`src/hw/rtl/rht_pkg.sv`:
```
// Shared types and constants for the receipt handle table.
package rht_pkg;

    // Port field widths
    localparam int OPCODE_W = 3;
    localparam int ITEM_W   = 32;
    localparam int RCPT_W   = 4;
    localparam int STATUS_W = 2;
    localparam int FREQ_W   = 5;
    localparam int SIZE_W   = 5;

    // Operation codes
    localparam logic [OPCODE_W-1:0] OP_PUT   = 3'd0;
    localparam logic [OPCODE_W-1:0] OP_TAKE  = 3'd1;
    localparam logic [OPCODE_W-1:0] OP_CLEAR = 3'd2;
    localparam logic [OPCODE_W-1:0] OP_CONT  = 3'd3;
    localparam logic [OPCODE_W-1:0] OP_FREQ  = 3'd4;

    // Status codes
    localparam logic [STATUS_W-1:0] ST_OK       = 2'd0;
    localparam logic [STATUS_W-1:0] ST_FULL     = 2'd1;
    localparam logic [STATUS_W-1:0] ST_NOTFOUND = 2'd2;

    // One result item as handed to the output register
    typedef struct packed {
        logic [STATUS_W-1:0] status;
        logic [RCPT_W-1:0]   receipt_out;
        logic [ITEM_W-1:0]   item_out;
        logic                found;
        logic [FREQ_W-1:0]   frequency;
        logic [SIZE_W-1:0]   size;
        logic                empty_res;
    } t_result;

endpackage

```
`src/hw/rtl/rht_mem.sv`:
```
// Synchronous memory: one write port, one read port, registered read data.
module rht_mem #(
    parameter int WIDTH = 32,
    parameter int DEPTH = 16
) (
    input  logic                     i_clk,
    input  logic                     i_we,
    input  logic [$clog2(DEPTH)-1:0] i_waddr,
    input  logic [WIDTH-1:0]         i_wdata,
    input  logic [$clog2(DEPTH)-1:0] i_raddr,
    output logic [WIDTH-1:0]         o_rdata
);

    logic [WIDTH-1:0] r_mem [DEPTH];
    logic [WIDTH-1:0] r_rdata;

    // Write port
    always_ff @(posedge i_clk) begin
        if (i_we) begin
            r_mem[i_waddr] <= i_wdata;
        end
    end

    // Read port, registered read data
    always_ff @(posedge i_clk) begin
        r_rdata <= r_mem[i_raddr];
    end

    assign o_rdata = r_rdata;

endmodule

```
`src/hw/rtl/rht_ctrl.sv`:
```
// Sequencer: put, take out with swap, clear and value scans over the two memories.
module rht_ctrl #(
    parameter int CAPACITY = 16,
    parameter int DATA_W   = 32
) (
    input  logic                          i_clk,
    input  logic                          i_rst_n,
    // Input item
    input  logic                          i_in_valid,
    output logic                          o_in_stall,
    input  logic [rht_pkg::OPCODE_W-1:0]  i_opcode,
    input  logic [rht_pkg::ITEM_W-1:0]    i_item_value,
    input  logic [rht_pkg::RCPT_W-1:0]    i_receipt_in,
    // Result toward the output register
    input  logic                          i_out_free,
    output logic                          o_res_valid,
    output rht_pkg::t_result              o_res,
    // Shared memory addresses
    output logic [$clog2(CAPACITY)-1:0]   o_raddr,
    output logic [$clog2(CAPACITY)-1:0]   o_waddr,
    // Value memory
    output logic                          o_val_we,
    output logic [DATA_W-1:0]             o_val_wdata,
    input  logic [DATA_W-1:0]             i_val_rdata,
    // Receipt memory
    output logic                          o_hdl_we,
    output logic [$clog2(CAPACITY)-1:0]   o_hdl_wdata,
    input  logic [$clog2(CAPACITY)-1:0]   i_hdl_rdata
);

    import rht_pkg::*;

    localparam int HW    = $clog2(CAPACITY);
    localparam int CW    = $clog2(CAPACITY + 1);
    localparam int CMP_W = (HW > RCPT_W) ? HW : RCPT_W;

    localparam logic [2:0] S_IDLE   = 3'd0;
    localparam logic [2:0] S_PUTRD  = 3'd1;
    localparam logic [2:0] S_SCAN   = 3'd2;
    localparam logic [2:0] S_TKLAST = 3'd3;
    localparam logic [2:0] S_TKFREE = 3'd4;
    localparam logic [2:0] S_DONE   = 3'd5;

    logic [2:0]          r_state, n_state;
    logic [OPCODE_W-1:0] r_op, n_op;
    logic [DATA_W-1:0]   r_val, n_val;
    logic [RCPT_W-1:0]   r_rcpt, n_rcpt;
    logic [CW-1:0]       r_count, n_count;
    logic [CW-1:0]       r_hw, n_hw;        // slots that already own a receipt
    logic [HW-1:0]       r_addr, n_addr;    // address read in the previous cycle, during a scan
    logic [HW-1:0]       r_hit, n_hit;
    logic [CW-1:0]       r_freq, n_freq;
    t_result             r_res, n_res;

    logic [CW-1:0] cnt_m1;
    logic [HW-1:0] cnt_addr;
    logic [HW-1:0] last_addr;
    logic          is_last;
    logic          val_match;
    logic          hdl_match;
    logic [CW-1:0] freq_nxt;

    assign cnt_m1    = r_count - CW'(1);
    assign cnt_addr  = r_count[HW-1:0];
    assign last_addr = cnt_m1[HW-1:0];
    assign is_last   = (r_addr == last_addr);
    assign val_match = (i_val_rdata == r_val);
    assign hdl_match = (CMP_W'(i_hdl_rdata) == CMP_W'(r_rcpt));
    assign freq_nxt  = r_freq + CW'(val_match);

    // Next state and memory control
    always_comb begin
        n_state     = r_state;
        n_op        = r_op;
        n_val       = r_val;
        n_rcpt      = r_rcpt;
        n_count     = r_count;
        n_hw        = r_hw;
        n_addr      = r_addr;
        n_hit       = r_hit;
        n_freq      = r_freq;
        n_res       = r_res;
        o_raddr     = r_addr;
        o_waddr     = r_addr;
        o_val_we    = 1'b0;
        o_val_wdata = r_val;
        o_hdl_we    = 1'b0;
        o_hdl_wdata = i_hdl_rdata;
        o_res_valid = 1'b0;

        case (r_state)
            S_IDLE: begin
                if (i_in_valid) begin
                    n_op    = i_opcode;
                    n_val   = DATA_W'(i_item_value);
                    n_rcpt  = i_receipt_in;
                    n_res   = '0;
                    n_freq  = '0;
                    n_addr  = '0;
                    o_raddr = '0;
                    n_state = S_DONE;
                    case (i_opcode)
                        OP_PUT: begin
                            if (r_count == CW'(CAPACITY)) begin
                                n_res.status = ST_FULL;
                            end else if (r_count >= r_hw) begin
                                // fresh slot: its receipt is its own index
                                o_waddr             = cnt_addr;
                                o_val_we            = 1'b1;
                                o_val_wdata         = DATA_W'(i_item_value);
                                o_hdl_we            = 1'b1;
                                o_hdl_wdata         = cnt_addr;
                                n_res.receipt_out   = RCPT_W'(cnt_addr);
                                n_hw                = r_hw + CW'(1);
                                n_count             = r_count + CW'(1);
                            end else begin
                                // reused slot: fetch its parked receipt
                                o_raddr = cnt_addr;
                                n_state = S_PUTRD;
                            end
                        end
                        OP_TAKE, OP_CONT, OP_FREQ: begin
                            if (r_count == '0) begin
                                if (i_opcode == OP_TAKE) begin
                                    n_res.status = ST_NOTFOUND;
                                end
                            end else begin
                                n_state = S_SCAN;
                            end
                        end
                        OP_CLEAR: begin
                            n_count = '0;
                        end
                        default: begin
                        end
                    endcase
                end
            end

            S_PUTRD: begin
                o_waddr           = cnt_addr;
                o_val_we          = 1'b1;
                o_val_wdata       = r_val;
                n_res.receipt_out = RCPT_W'(i_hdl_rdata);
                n_count           = r_count + CW'(1);
                n_state           = S_DONE;
            end

            // one live entry compared per cycle
            S_SCAN: begin
                if (r_op == OP_TAKE) begin
                    if (hdl_match) begin
                        n_hit          = r_addr;
                        n_res.item_out = ITEM_W'(i_val_rdata);
                        o_raddr        = last_addr;
                        n_state        = S_TKLAST;
                    end else if (is_last) begin
                        n_res.status = ST_NOTFOUND;
                        n_state      = S_DONE;
                    end else begin
                        n_addr  = r_addr + HW'(1);
                        o_raddr = n_addr;
                    end
                end else begin
                    if (is_last) begin
                        if (r_op == OP_CONT) begin
                            n_res.found = (freq_nxt != '0);
                        end else begin
                            n_res.frequency = FREQ_W'(freq_nxt);
                        end
                        n_state = S_DONE;
                    end else begin
                        n_freq  = freq_nxt;
                        n_addr  = r_addr + HW'(1);
                        o_raddr = n_addr;
                    end
                end
            end

            // move last entry into the hole
            S_TKLAST: begin
                o_waddr     = r_hit;
                o_val_we    = 1'b1;
                o_val_wdata = i_val_rdata;
                o_hdl_we    = 1'b1;
                o_hdl_wdata = i_hdl_rdata;
                n_state     = S_TKFREE;
            end

            // park the freed receipt just past the new end
            S_TKFREE: begin
                o_waddr     = last_addr;
                o_hdl_we    = 1'b1;
                o_hdl_wdata = HW'(r_rcpt);
                n_count     = cnt_m1;
                n_state     = S_DONE;
            end

            S_DONE: begin
                if (i_out_free) begin
                    o_res_valid = 1'b1;
                    n_state     = S_IDLE;
                end
            end

            default: begin
                n_state = S_IDLE;
            end
        endcase
    end

    // Control registers
    always_ff @(posedge i_clk) begin
        if (!i_rst_n) begin
            r_state <= S_IDLE;
            r_count <= '0;
            r_hw    <= '0;
        end else begin
            r_state <= n_state;
            r_count <= n_count;
            r_hw    <= n_hw;
        end
    end

    // Working registers
    always_ff @(posedge i_clk) begin
        r_op   <= n_op;
        r_val  <= n_val;
        r_rcpt <= n_rcpt;
        r_addr <= n_addr;
        r_hit  <= n_hit;
        r_freq <= n_freq;
        r_res  <= n_res;
    end

    // Result with the table occupancy after the operation
    always_comb begin
        o_res           = r_res;
        o_res.size      = SIZE_W'(r_count);
        o_res.empty_res = (r_count == '0);
    end

    assign o_in_stall = (r_state != S_IDLE);

endmodule

```
`src/hw/rtl/receipt_handle_table_top.sv`:
```
// Receipt handle table top level: memories, sequencer and output register.
//
//  channel | direction | handshake                  | fields
//  --------+-----------+----------------------------+---------------------------------------
//  in      | input     | i_in_valid / o_in_stall    | i_opcode i_item_value i_receipt_in
//  out     | output    | o_out_valid / i_out_stall  | o_status o_receipt_out o_item_out
//          |           |                            | o_found o_frequency o_size o_empty_res
//
// Put and clear finish directly; put into a reused slot first reads its parked receipt.
// Contains, count value and take out scan the live entries: the scan reads
// one entry per cycle through the shared memory read address, then the swap needs two writes.
// Reset (synchronous, active low) empties the table; no clearing pass is run.
// A finished item waits in the output register while the next item is accepted;
// the sequencer holds its result only when that register is full and stalled.
module receipt_handle_table_top #(
    parameter int CAPACITY = 16,
    parameter int DATA_W   = 32
) (
    input  logic                          i_clk,
    input  logic                          i_rst_n,
    input  logic                          i_in_valid,
    output logic                          o_in_stall,
    input  logic [rht_pkg::OPCODE_W-1:0]  i_opcode,
    input  logic [rht_pkg::ITEM_W-1:0]    i_item_value,
    input  logic [rht_pkg::RCPT_W-1:0]    i_receipt_in,
    output logic                          o_out_valid,
    input  logic                          i_out_stall,
    output logic [rht_pkg::STATUS_W-1:0]  o_status,
    output logic [rht_pkg::RCPT_W-1:0]    o_receipt_out,
    output logic [rht_pkg::ITEM_W-1:0]    o_item_out,
    output logic                          o_found,
    output logic [rht_pkg::FREQ_W-1:0]    o_frequency,
    output logic [rht_pkg::SIZE_W-1:0]    o_size,
    output logic                          o_empty_res
);

    import rht_pkg::*;

    localparam int HW = $clog2(CAPACITY);

    logic [HW-1:0]     raddr;
    logic [HW-1:0]     waddr;
    logic              val_we;
    logic [DATA_W-1:0] val_wdata;
    logic [DATA_W-1:0] val_rdata;
    logic              hdl_we;
    logic [HW-1:0]     hdl_wdata;
    logic [HW-1:0]     hdl_rdata;
    logic              out_free;
    logic              res_valid;
    t_result           res;
    logic              r_out_valid;
    t_result           r_out;

    // Stored values
    rht_mem #(
        .WIDTH (DATA_W),
        .DEPTH (CAPACITY)
    ) u_val_mem (
        .i_clk   (i_clk),
        .i_we    (val_we),
        .i_waddr (waddr),
        .i_wdata (val_wdata),
        .i_raddr (raddr),
        .o_rdata (val_rdata)
    );

    // Receipts held by each slot
    rht_mem #(
        .WIDTH (HW),
        .DEPTH (CAPACITY)
    ) u_hdl_mem (
        .i_clk   (i_clk),
        .i_we    (hdl_we),
        .i_waddr (waddr),
        .i_wdata (hdl_wdata),
        .i_raddr (raddr),
        .o_rdata (hdl_rdata)
    );

    rht_ctrl #(
        .CAPACITY (CAPACITY),
        .DATA_W   (DATA_W)
    ) u_ctrl (
        .i_clk        (i_clk),
        .i_rst_n      (i_rst_n),
        .i_in_valid   (i_in_valid),
        .o_in_stall   (o_in_stall),
        .i_opcode     (i_opcode),
        .i_item_value (i_item_value),
        .i_receipt_in (i_receipt_in),
        .i_out_free   (out_free),
        .o_res_valid  (res_valid),
        .o_res        (res),
        .o_raddr      (raddr),
        .o_waddr      (waddr),
        .o_val_we     (val_we),
        .o_val_wdata  (val_wdata),
        .i_val_rdata  (val_rdata),
        .o_hdl_we     (hdl_we),
        .o_hdl_wdata  (hdl_wdata),
        .i_hdl_rdata  (hdl_rdata)
    );

    // Output register
    assign out_free = !r_out_valid || !i_out_stall;

    always_ff @(posedge i_clk) begin
        if (!i_rst_n) begin
            r_out_valid <= 1'b0;
        end else if (res_valid) begin
            r_out_valid <= 1'b1;
        end else if (!i_out_stall) begin
            r_out_valid <= 1'b0;
        end
    end

    always_ff @(posedge i_clk) begin
        if (res_valid) begin
            r_out <= res;
        end
    end

    assign o_out_valid   = r_out_valid;
    assign o_status      = r_out.status;
    assign o_receipt_out = r_out.receipt_out;
    assign o_item_out    = r_out.item_out;
    assign o_found       = r_out.found;
    assign o_frequency   = r_out.frequency;
    assign o_size        = r_out.size;
    assign o_empty_res   = r_out.empty_res;

endmodule
```
`config.mk`:
```
export PLATFORM = sky130hd
export DESIGN_NAME = receipt_handle_table_top
export DESIGN_NICKNAME = d
export VERILOG_FILES = /design/src/hw/rtl/rht_pkg.sv /design/src/hw/rtl/rht_mem.sv /design/src/hw/rtl/rht_ctrl.sv /design/src/hw/rtl/receipt_handle_table_top.sv
export SDC_FILE = /design/constraint.sdc
export NUM_CORES = 1
export LEC_CHECK = 0
export ABC_AREA = 1
export BUFFER_PORTS_ARGS = -buffer_cell sky130_fd_sc_hd__buf_2
export CORE_MARGIN = 2
export CORE_UTILIZATION = 45
export CTS_CLUSTER_DIAMETER = 60
export CTS_CLUSTER_SIZE = 16
export DETAILED_ROUTE_END_ITERATION = 8
export GPL_ROUTABILITY_DRIVEN = 0
export SYNTH_ARGS = -nofsm -noshare
export SYNTH_HDL_FRONTEND = slang
export SYNTH_HIERARCHICAL = 1
export SYNTH_SLANG_ARGS = --single-unit
```
`constraint.sdc`:
```
create_clock -name i_clk -period 24.7 [get_ports i_clk]
set_input_delay 7.41 -clock i_clk [delete_from_list [all_inputs] [get_ports i_clk]]
set_output_delay 7.41 -clock i_clk [all_outputs]
set_load 0.01 [all_outputs]
```
# ---- After elaboration in Yosys (flattened, before gate mapping)
# Memories as Yosys holds them, arrays and structs flattened. A register that Yosys moved wholly into a read port is not among the register bits.
# Cells that the tools add are included.
dict set report totals {
  regBits 160
  ram_bits 576
  input_bits 43
  out_inout_bits 52
  word_cells 168
  mem_count 2
}
# name depth word_bits read_ports rd_clocked_by_memory_dff wr line_no
set mem_list {}
lappend mem_list {u_val_mem.r_mem 16 32 1 1 1 rht_mem.sv:14} ;# logic [WIDTH-1:0] r_mem [DEPTH];
lappend mem_list {u_hdl_mem.r_mem 16 4 1 1 1 rht_mem.sv:14}
dict set report classes {
  n_addsub 5
  magnitude_cmp 1
  eq_ne 30
  muxes 80
  bitwise_logic 1
  reduce_logical 27
}
# cell n
set ops {}
lappend ops {{$mux 32} 6}
lappend ops {{$mux 4} 21}
lappend ops {{$pmux 38 s2} 1}
lappend ops {{$pmux 32 s2} 1}
lappend ops {{$mux 50} 1}
lappend ops {{$mux 5} 7}
lappend ops {{$eq 32x32->1} 1}
lappend ops {{$pmux 4 s2} 4}
lappend ops {{$reduce_and 5->1} 5}
lappend ops {{$mux 3} 8}
lappend ops {{$pmux 5 s2} 2}
lappend ops {{$pmux 4 s4} 1}
lappend ops {{$eq 3x2->1 const B} 5}
lappend ops {{$pmux 3 s5} 1}
lappend ops {{$pmux 5 s3} 1}
lappend ops {{$mux 1} 14}
lappend ops {{$mux 6} 2}
lappend ops {{$ne 2x2->1 const B} 6}
lappend ops {{$add 5x1->5 const B} 2}
lappend ops {{$mux 2} 5}
lappend ops {{$ne 2x1->1 const B} 5}
lappend ops {{$eq 3x1->1 const B} 3}
lappend ops {{$eq 3x3->1 const B} 3}
lappend ops {{$ne 3x3->1 const B} 3}
lappend ops {{23 further kinds} 36}

# ---- Logic depth before layout (Yosys ltp)
# Gate-level depths: netlist of the first run.
dict set report logic_depth {
  depth_word 8
  ltp_mapped 22
  mapped_depth_nobuf 19
}

# ---- Hierarchy
# Netlist of the first run, hierarchy kept.
# module n_inst cells_each area_per_inst_um2 seq_area_each_um2
set by_module_without_submodules {}
lappend by_module_without_submodules {{rht_mem (u_val_mem)} 1 2120 22730.6 16015.4}
lappend by_module_without_submodules {rht_ctrl 1 844 6656.4 3143.0}
lappend by_module_without_submodules {{rht_mem (u_hdl_mem)} 1 290 2966.6 2001.9}
lappend by_module_without_submodules {receipt_handle_table_top 1 55 1544.0 1521.5}

# ---- Worst setup path after synthesis of the first run
# Ideal clock, no wire load.
dict set report synth_timing {
  path_kind {input to register}
  from {in i_out_stall}
  to {reg r_out_valid, in the netlist o_out_valid}
  setup_ns 0.079
  t_arrival_ns 12.893
  required_ns 24.621
  path_slack_ns 11.727
  path_stages 5
  path_buffers 0
  cell_sequence {nand2_2 > inv_1 > nor4_1 > inv_1 > a21oi_2}
}
dict set report synth_between {
  elab_chain_cells 5
  elab_cells_between_ends 6
  classes_between {eq/ne (1); mux (3); reduce/logical (2)}
}
# element line_no
set synth_lines {}
lappend synth_lines {{from (decl)} receipt_handle_table_top.sv:27} ;# input logic i_out_stall,
lappend synth_lines {{$logic_not 1->1 (*)} --}
lappend synth_lines {{$logic_or 1x1->1 (*)} receipt_handle_table_top.sv:106} ;# assign out_free = !r_out_valid || !i_out_stall;
lappend synth_lines {{$mux 1 (*)} rht_ctrl.sv:200} ;# if (i_out_free) begin
lappend synth_lines {{$mux 1 (*)} rht_ctrl.sv:91} ;# case (r_state)
lappend synth_lines {{net res_valid} receipt_handle_table_top.sv:50} ;# logic res_valid;
lappend synth_lines {{$ne 2x1->1 (no source line) or $mux 1 (tied branches)} --}
lappend synth_lines {{to (signal assigned)} receipt_handle_table_top.sv:110} ;# r_out_valid <= 1'b0;
lappend synth_lines {{to (signal assigned)} receipt_handle_table_top.sv:112} ;# r_out_valid <= 1'b1;
lappend synth_lines {{to (signal assigned)} receipt_handle_table_top.sv:114} ;# r_out_valid <= 1'b0;
lappend synth_lines {{to (decl)} receipt_handle_table_top.sv:52} ;# logic r_out_valid;
# The timed path passes the listed nets; every way through them passes the cells marked *.
# A chain may end at the register's enable or synchronous reset.

# ---- Worst setup path after layout of the first run
dict set report layout_timing {
  from {in i_opcode[2] in the netlist's numbering}
  to {reg u_val_mem.r_rdata[15], in the netlist u_val_mem/o_rdata[15], read port of u_val_mem.r_mem}
}
dict set report layout_between {
  elab_chain_cells 4
}
# element line_no
set layout_lines {}
lappend layout_lines {{from (decl)} receipt_handle_table_top.sv:23} ;# input logic [rht_pkg::OPCODE_W-1:0] i_opcode,
lappend layout_lines {{$logic_not 3->1} rht_ctrl.sv:102} ;# case (i_opcode)
lappend layout_lines {{$mux 4} rht_ctrl.sv:102}
lappend layout_lines {{$mux 4} rht_ctrl.sv:93} ;# if (i_in_valid) begin
lappend layout_lines {{$pmux 4 s2} rht_ctrl.sv:91}
lappend layout_lines {{net raddr[0]} receipt_handle_table_top.sv:41} ;# logic [HW-1:0] raddr;
lappend layout_lines {{to (decl)} rht_mem.sv:15} ;# logic [WIDTH-1:0] r_rdata;
# The timed path passes the listed nets, and every way through them passes these cells.

==> results.md, run 1 <==
- For this run, design rule violations remaining after detail routing come to 0.
- Of all flip-flops after synthesis, the portion carrying an async set or reset was 0%.
- The maximum achievable frequency is 0.09104 GHz.
- The number of gates resized after CTS was 0.
- The startpoint of the lowest-slack hold path is u_ctrl/o_res[47].
- In this run the register-to-register setup slack is 19400 ps.
- The compound-gate portion of the synthesized area is about 1.9%.
- The worst pin sits at a relative slew slack of roughly a quarter.
- The worst clock skew is 31.73 ps.
- Setup repair after global routing left no endpoint under its margin.
- The total congestion overflow is 0.
- The longest individual stage delay on the worst path is 900 ps.
- The core region is about 0.075 mm^2.
- The detailed router finished its first iteration with 2322 violations.
- The HPWL after detailed placement is 46.63 mm.
- In the routed layout, each cell is associated on average with a via count of approximately 5.
- Buffers placed on the I/O ports in this run total 94.
- In the layout the commonest cells are nand2_1 (992), edfxtp_1 (722), inv_1 (567).
- The floorplan die area is 0.07754 mm^2.
- After the last flow step, the layout net total stands at about 3400.
- For this run, the number of Yosys warnings is 6.
- After synthesis, the largest family of logic cells by area is simple AND/OR/NAND/NOR gates.
- In the global route stage, met2 resource usage came out at a little over a third.
- The level count of the clock H-tree is 2.
- The minimum clock period after layout is 10980 ps.
- The number of global-route vias before repair is approximately 21000.
- The die is 278.5 um tall.
- The number of iterations in the first detailed-routing pass is 6.
- Row generation in the floorplan step produced 100 rows.
- The slew of the pin with the lowest slew margin is roughly 1100 ps.
- The first global-routing pass estimated 130.0 mm of wire.
- The number of cells on the worst reg-to-reg path is 19.
- Clock-pin slew was measured on the worst setup and hold paths at 70 ps.
- TritonCTS built the clock tree.
- The number of sinks handled by clock tree synthesis is slightly below 800.
- The cell type with the highest occurrence count on the critical path is nand2_1.
- The synthesized design contains 722 enable-type register cells.
- The worst hold path belongs to the class reg2reg.
- Counting the buffers created by CTS gives 59.
- The power per cell area is 129.2 mW/mm^2.
- The worst path meets setup with between 10000 and 15000 ps of slack.
- For this configuration, the core starts out at a cell density of 45.46%.
- For hold timing, the worst endpoint is o_receipt_out[3].
- The share of final-layout standard cells stronger than drive strength 1 is 7.801%.
- Data arrives at the worst endpoint at roughly 12000 ps.
- The area overhead of the layout relative to synthesis is 9.331%.
- The largest individual stage delay along the critical path comes from the cell buf_4.
- In this run the static leakage power is 0.01567 uW.
- The cell depth of the worst hold path is 0.
- In the synthesized netlist, mux cells make up 0% of the area.
- The antenna diode count is 0.
- The via total after detailed routing is 22490.
- Setup violations remaining at the end of the flow were counted as 0.
- The critical path goes through buf_2, nor3_2, nand2_1, inv_1, nand2_1, o21ai_0, a21oi_1, nand3_4, buf_4, buf_4, buf_4, nand2_1, nand3_1, nand3_1, nand3_1, nand2_1.
- Buffers inserted to repair hold after CTS numbered 0.
- The average wire per cell in the routed design is 19.66 um.
- The mapped cell area is 0.03390 mm^2.
- Buffers added to address setup during post-CTS repair amount to 0.
- The maximum ir drop on the vdd rail is 0.1133 mV.
- The pin count of the biggest net entering global routing is 147.
- The clock latency on the worst-skew pair is 650 ps.
- The most common cell after layout, fill and taps aside is nand2_1.
- The total global routing track utilization is approximately 22%.
- After synthesis, the mean cell area works out to 10.24 um^2.
- The post-synthesis share of cell area spent on and, or, nand and nor gates is 20.87%.
- The synthesized instance count is 3309.
- The initial antenna violation count came to 2.
- The post-synthesis net count is 3364.
- The setup path with the least slack is of type in2reg.
- The synthesized netlist devotes less than 1% of its cell area to XOR and XNOR gates.
- Timing analysis after detailed placement gives a worst setup slack of between 10000 and 15000 ps.
- Measured along the x axis, the die boundary spans approximately 280 um.
- Wires add up to around 86 mm.
- The number of max-cap violations is 0.
- The flow ran to the end, and the final reports show no timing, DRC or antenna violations.
- Along the worst path, the maximum fanout reaches 91.
- The data required time at the worst endpoint is about 25000 ps.
- The cell type group with the largest total delay on the critical path is buffers and inverters.
- STA classifies the critical path endpoint as a flip-flop.
- The fraction of the cycle the final worst path needs is 44.47%.
- For met3 alone, demand over resource in global routing was 2.737%.
- For this design the top-level I/O count stands at 95.
- The buffer depth of the longest clock path is 3.
- The final number of max-transition violations is 0.
- Of the total synthesized cell area, the portion taken by full adders, half adders and majority gates is 0.4429%.
- The number of synthesized register bits is 772.
- The number of different library cells used by synthesis comes to 43.
- The root buffer cell is clkbuf_16.
- The buffer and inverter count on the worst path is 5.
- Once detail routing completed, the nets flagged for antenna violations numbered 0.
- Global routing used roughly a third of the available met1 tracks.
- The portion of the post-synthesis area used by sequential elements is 66.91%.
- The number of hold violations in the final report is 0.
- The origin of the critical flop-to-flop path is u_ctrl/r_count[0].
- The worst register-to-register path ends at u_val_mem/o_rdata[0].
- The busiest metal layer after global routing is met2.
- The critical path startpoint category is an input port.
- The sum of negative setup slack is 0 ps.
- The most instantiated flip-flop cell in the synthesis netlist is edfxtp_1.
==> where the power goes <==
group          internal (uW)  switching [uW]  total (uW)
logic                    454            1370        1830
clock network            535             458         993
registers               1870            96.8        1970
==> flip-flops by register name, indices dropped and copies added, names as in the netlist, 5 cells and up <==
signal,count
o_frequency,5
o_size,5
u_ctrl/r_val,32
u_ctrl/r_hw,5
u_val_mem/r_mem,512
u_hdl_mem/r_mem,64
u_val_mem/o_rdata,32
u_ctrl/r_count,5
o_item_out,32
u_ctrl/o_res,44
u_ctrl/r_freq,5
==> metal layers <==
layer | routed length (um) | part of all wire (%) | up-vias
met4 | 2219 | 2.6 | 0
met1 | 37780 | 44 | 10690
met3 | 6140 | 7.1 | 131
met2 | 39950 | 46 | 826
li1 | - | - | 10850
met5 | 0 | 0 | -
==> kinds of logic after synthesis <==
group,after synthesis
buffers and inverters,726
adder cells (fa/ha/maj),12
AO/OA/AOI/OAI,103
AND/OR/NAND/NOR,1671
XOR/XNOR,25
flip-flops,772
==> final cells by class <==
cell class	count	area, um^2
Clock buffer	92	1642
Multi-Input combinational cell	1811	8237
Tap cell	969	1212
Fill cell	6699	37510
Inverter	585	2213
Sequential cell	772	22680
Clock inverter	20	321.6
Timing Repair Buffer	130	753.2
==> metrics by stage <==
stage	hold slack, ps	utilization (%)	instance area, um^2	power (uW)	std cells
finish	415.9	49.70	37060	4790	4379
global route	428.1	49.70	37060	5085	4379
CTS	419.3	49.70	37060	4808	4379
detailed placement	404.5	47.07	35100	3818	4267
global placement	400.8	47.07	35100	3800	4267
floorplan	400.3	-	33900	3289	3309
==> cells in the mapped netlist (2+ instances only) <==
cell        n  share of area (%)
nand2_1   994                 11
edfxtp_1  722                 64
inv_1     569                6.3
nand3_1   507                7.5
nor2_1    125                1.4
buf_2      56               0.83
dfxtp_1    50                3.0
o211ai_1   36               0.80
buf_6      35                1.2
o21ai_0    28               0.41
a21oi_1    22               0.32
buf_1      18               0.20
clkbuf_1   18               0.20
buf_4      13               0.29
xor2_1     13               0.34
ha_1       12               0.44
xnor2_1    12               0.31
inv_2      11               0.12
nor3_1     11               0.16
o22ai_1     8               0.15
nand4_1     6               0.11
nand2_2     5              0.092
nand3b_1    5               0.11
nor2_4      4               0.13
nor4_1      4              0.074
inv_4       3              0.055
nor2_2      3              0.055
a21o_1      2              0.044
a21oi_2     2              0.052
nor2_8      2               0.12
==> worst max-delay path by stage <==
stage,start,to,slack [ps],cells past startpoint
floorplan,i_out_stall,o_out_valid,11730,5
global placement,i_opcode[2],u_val_mem/o_rdata[10],13220,16
detailed placement,i_opcode[2],u_val_mem/o_rdata[15],13120,16
CTS,i_opcode[2],u_val_mem/o_rdata[15],13790,16
global route,i_opcode[2],u_val_mem/o_rdata[15],13400,17
finish,i_opcode[2],u_val_mem/o_rdata[15],13720,16
Note: power is estimated with default switching activity, not from simulation.
==> run 2: changes to the inputs <==
==> constraint.sdc (replaced) <==
create_clock -name i_clk -period 10.5 [get_ports i_clk]
set_input_delay 3.15 -clock i_clk [delete_from_list [all_inputs] [get_ports i_clk]]
set_output_delay 3.15 -clock i_clk [all_outputs]
set_load 0.01 [all_outputs]
==> results.md, run 2 (same netlist as run 1, synthesis figures left out) <==
- The class of the worst hold path is reg2reg.
- The floorplan die area is 0.07754 mm^2 (unchanged).
- The maximum ir drop on the vdd rail is 0.2490 mV (+120%).
- The share of final-layout standard cells stronger than drive strength 1 came to 7.502% (-0.30 points).
- The setup-violating endpoint count in the final report came to 0 (unchanged).
- The number of I/O port buffers is 94 (unchanged).
- The cell area reported after detailed placement is 0.03509 mm^2 (about the same).
- The level count of the clock H-tree is 2 (unchanged).
- The minimum clock period after layout is between 6000 and 7000 ps.
- The placed instance count is 4264 (-0.070%).
- The slew of the pin with the lowest slew margin is 1142 ps (-0.7553 ps).
- The clock tree from TritonCTS is done.
- The final number of max-transition violations is 0 (unchanged).
- The total global routing track utilization is 22.31% (+0.20 points).
- The final non-filler cell area is 0.03684 mm^2 (-0.59%).
- The half-perimeter wire length after detailed placement is 47.04 mm (+0.87%).
- The buffer depth of the longest clock path was 3 (unchanged).
- The library cells used most frequently in the layout, excluding fill and tap cells, are nand2_1 (992), edfxtp_1 (722), inv_1 (567).
- The sum of negative setup slack is 0 ps (unchanged).
- The number of global-route vias before repair is 21160 (+1.4%).
- The I/O pin count is 95 (unchanged).
- The area overhead of the layout relative to synthesis is 8.681%.
- The total congestion overflow is 0 (unchanged).
- The number of buffers added by the clock tree synthesis step is 57 (-3.4%).
- The critical path startpoint category is an input port.
- The number of flip-flops under the largest register name is 512 (unchanged).
- The initial core utilization is 45.46% (unchanged).
- The power per cell area came to 301.3 mW/mm^2 (+130%).
- The clock latency on the worst-skew pair is 640 ps (about the same).
- The initial antenna violation count came to 1 (-1).
- The data arrival time at the worst-slack endpoint is 6580 ps (-4920 ps).
- The number of iterations in the first detailed-routing pass came to 6 (unchanged).
- The post-detailed-route DRC marker count is 0 (unchanged).
- The busiest metal layer after global routing is met2.
- The total detailed-routing wirelength came to 86.91 mm (+0.95%).
- The vias per cell is 5.146 (+0.18%).
- The net count of the finished layout is 3409 (-0.15%).
- The highest net fanout along the worst path is 146 (+60%).
- The post-CTS setup-driven buffer insertion count was 0 (unchanged).
- The clock-pin transition on the worst setup and hold timing paths is 70 ps (about the same).
- The worst setup path is captured at a flip-flop.
- The final antenna-violating net count is 0 (unchanged).
- In this run the clock root is driven by a clkbuf_16.
- The global routing met1 resource utilization is 31.85% (+0.38 points).
- The number of gates resized after cts is 0 (unchanged).
- More flip-flops sit in one register than any other, and that register is u_val_mem/r_mem.
- The worst-case headroom to the max-slew limit is 23.90% (+0.050 points).
- The setup slack of the most critical reg-to-reg path is 5610 ps (-13790 ps).
- The die extent in x is 278.5 um (unchanged).
- The final critical path takes up between 50% and 60% of the cycle.
- The number of hold violations in the final report is 0 (unchanged).
- The data required time at the worst endpoint is 11020 ps (-14200 ps).
- The number of max-cap violations was 0 (unchanged).
- The worst clock skew is 21.19 ps (-10.54 ps).
- The most common cell after layout, fill and taps aside is nand2_1.
- The hold buffer count at cts is 0 (unchanged).
- The total core area is 0.07457 mm^2 (unchanged).
- The pin count of the biggest net entering global routing came to 172 (+17%).
- The detailed router's first-iteration violation count was 2245 (-3.3%).
- The global-route wire length before repair is 131.3 mm (+1.0%).
- The met2 track demand over resource in global routing is 36.39% (+0.58 points).
- The average wire per cell in the routed design is 19.89 um (+1.2%).
- The static leakage power is 0.01557 uW (-0.64%).
- The critical path in this run is classified as in2reg.
- Setup repair after global routing left no endpoint under its margin.
- The final standard cell count with taps included and fillers excluded came to 4369 (-0.23%).
- The flow ran to the end, and the final reports show no timing, DRC or antenna violations.
- The via total after detailed routing came to 22480 (-0.044%).
- The die outline height was 278.5 um (unchanged).
- The number of sinks handled by clock tree synthesis was 772 (unchanged).
- For this run, the top clock speed supported by timing is 0.1651 GHz.
- The routing usage on met3 is 2.586% (-0.15 points).
- The standard-cell row count is 100 (unchanged).
-- run 2: final cells by class --
class | count | area (um^2)
flip-flops and latches | 772 | 22680
inverters | 585 | 2213
multi-input cells | 1811 | 8237
fillers | 6736 | 37730
clock buffers | 93 | 1602
clock inverters | 11 | 148.9
diodes | 1 | 2.502
repair buffers | 127 | 743.2
well taps | 969 | 1212
-- run 2: critical path: stages --
cell	delay, ps
buf_2	130
nor3_2	350
nand2_1	130
inv_1	110
nand2_1	140
o21ai_0	190
nand2_1	70
nand4_1	130
buf_12	600
inv_4	40
buf_4	470
buf_4	470
nand3_1	160
nand3_1	80
nand3_1	110
nand2_1	70
-- run 2: where the power goes --
group          total, uW  switching (uW)  internal (uW)
Combinational       4290            3220           1070
Clock               2160            1060           1100
Sequential          4650             240           4410
-- run 2: layer usage --
metal / routed length, um / part of all wire [%]
met5: 0 / 0
met3: 5657 / 6.5
met2: 40750 / 47
met1: 38610 / 44
met4: 1893 / 2.2
-- run 2: path summary, 6_finish.rpt --
path                startpoint                     to  cells after the start
max                i_opcode[2]  u_val_mem/o_rdata[28]                     16
min           u_ctrl/o_res[34]         o_item_out[22]                      0
max reg2reg  u_ctrl/r_count[0]  u_val_mem/o_rdata[28]                     19
min reg2reg   u_ctrl/o_res[34]         o_item_out[22]                      0
-- run 2: metrics by stage --
step | util, % | hold slack (ps) | setup WS [ps] | power (uW)
finish | 49.40 | 416.8 | 4442 | 11100
global route | 49.40 | 424.1 | 4184 | 11780
CTS | 49.40 | 420.7 | 4508 | 11150
floorplan | - | 400.3 | 1787 | 7736
global placement | 47.05 | 401.1 | 3897 | 8960
detailed placement | 47.05 | 404.5 | 3834 | 8992
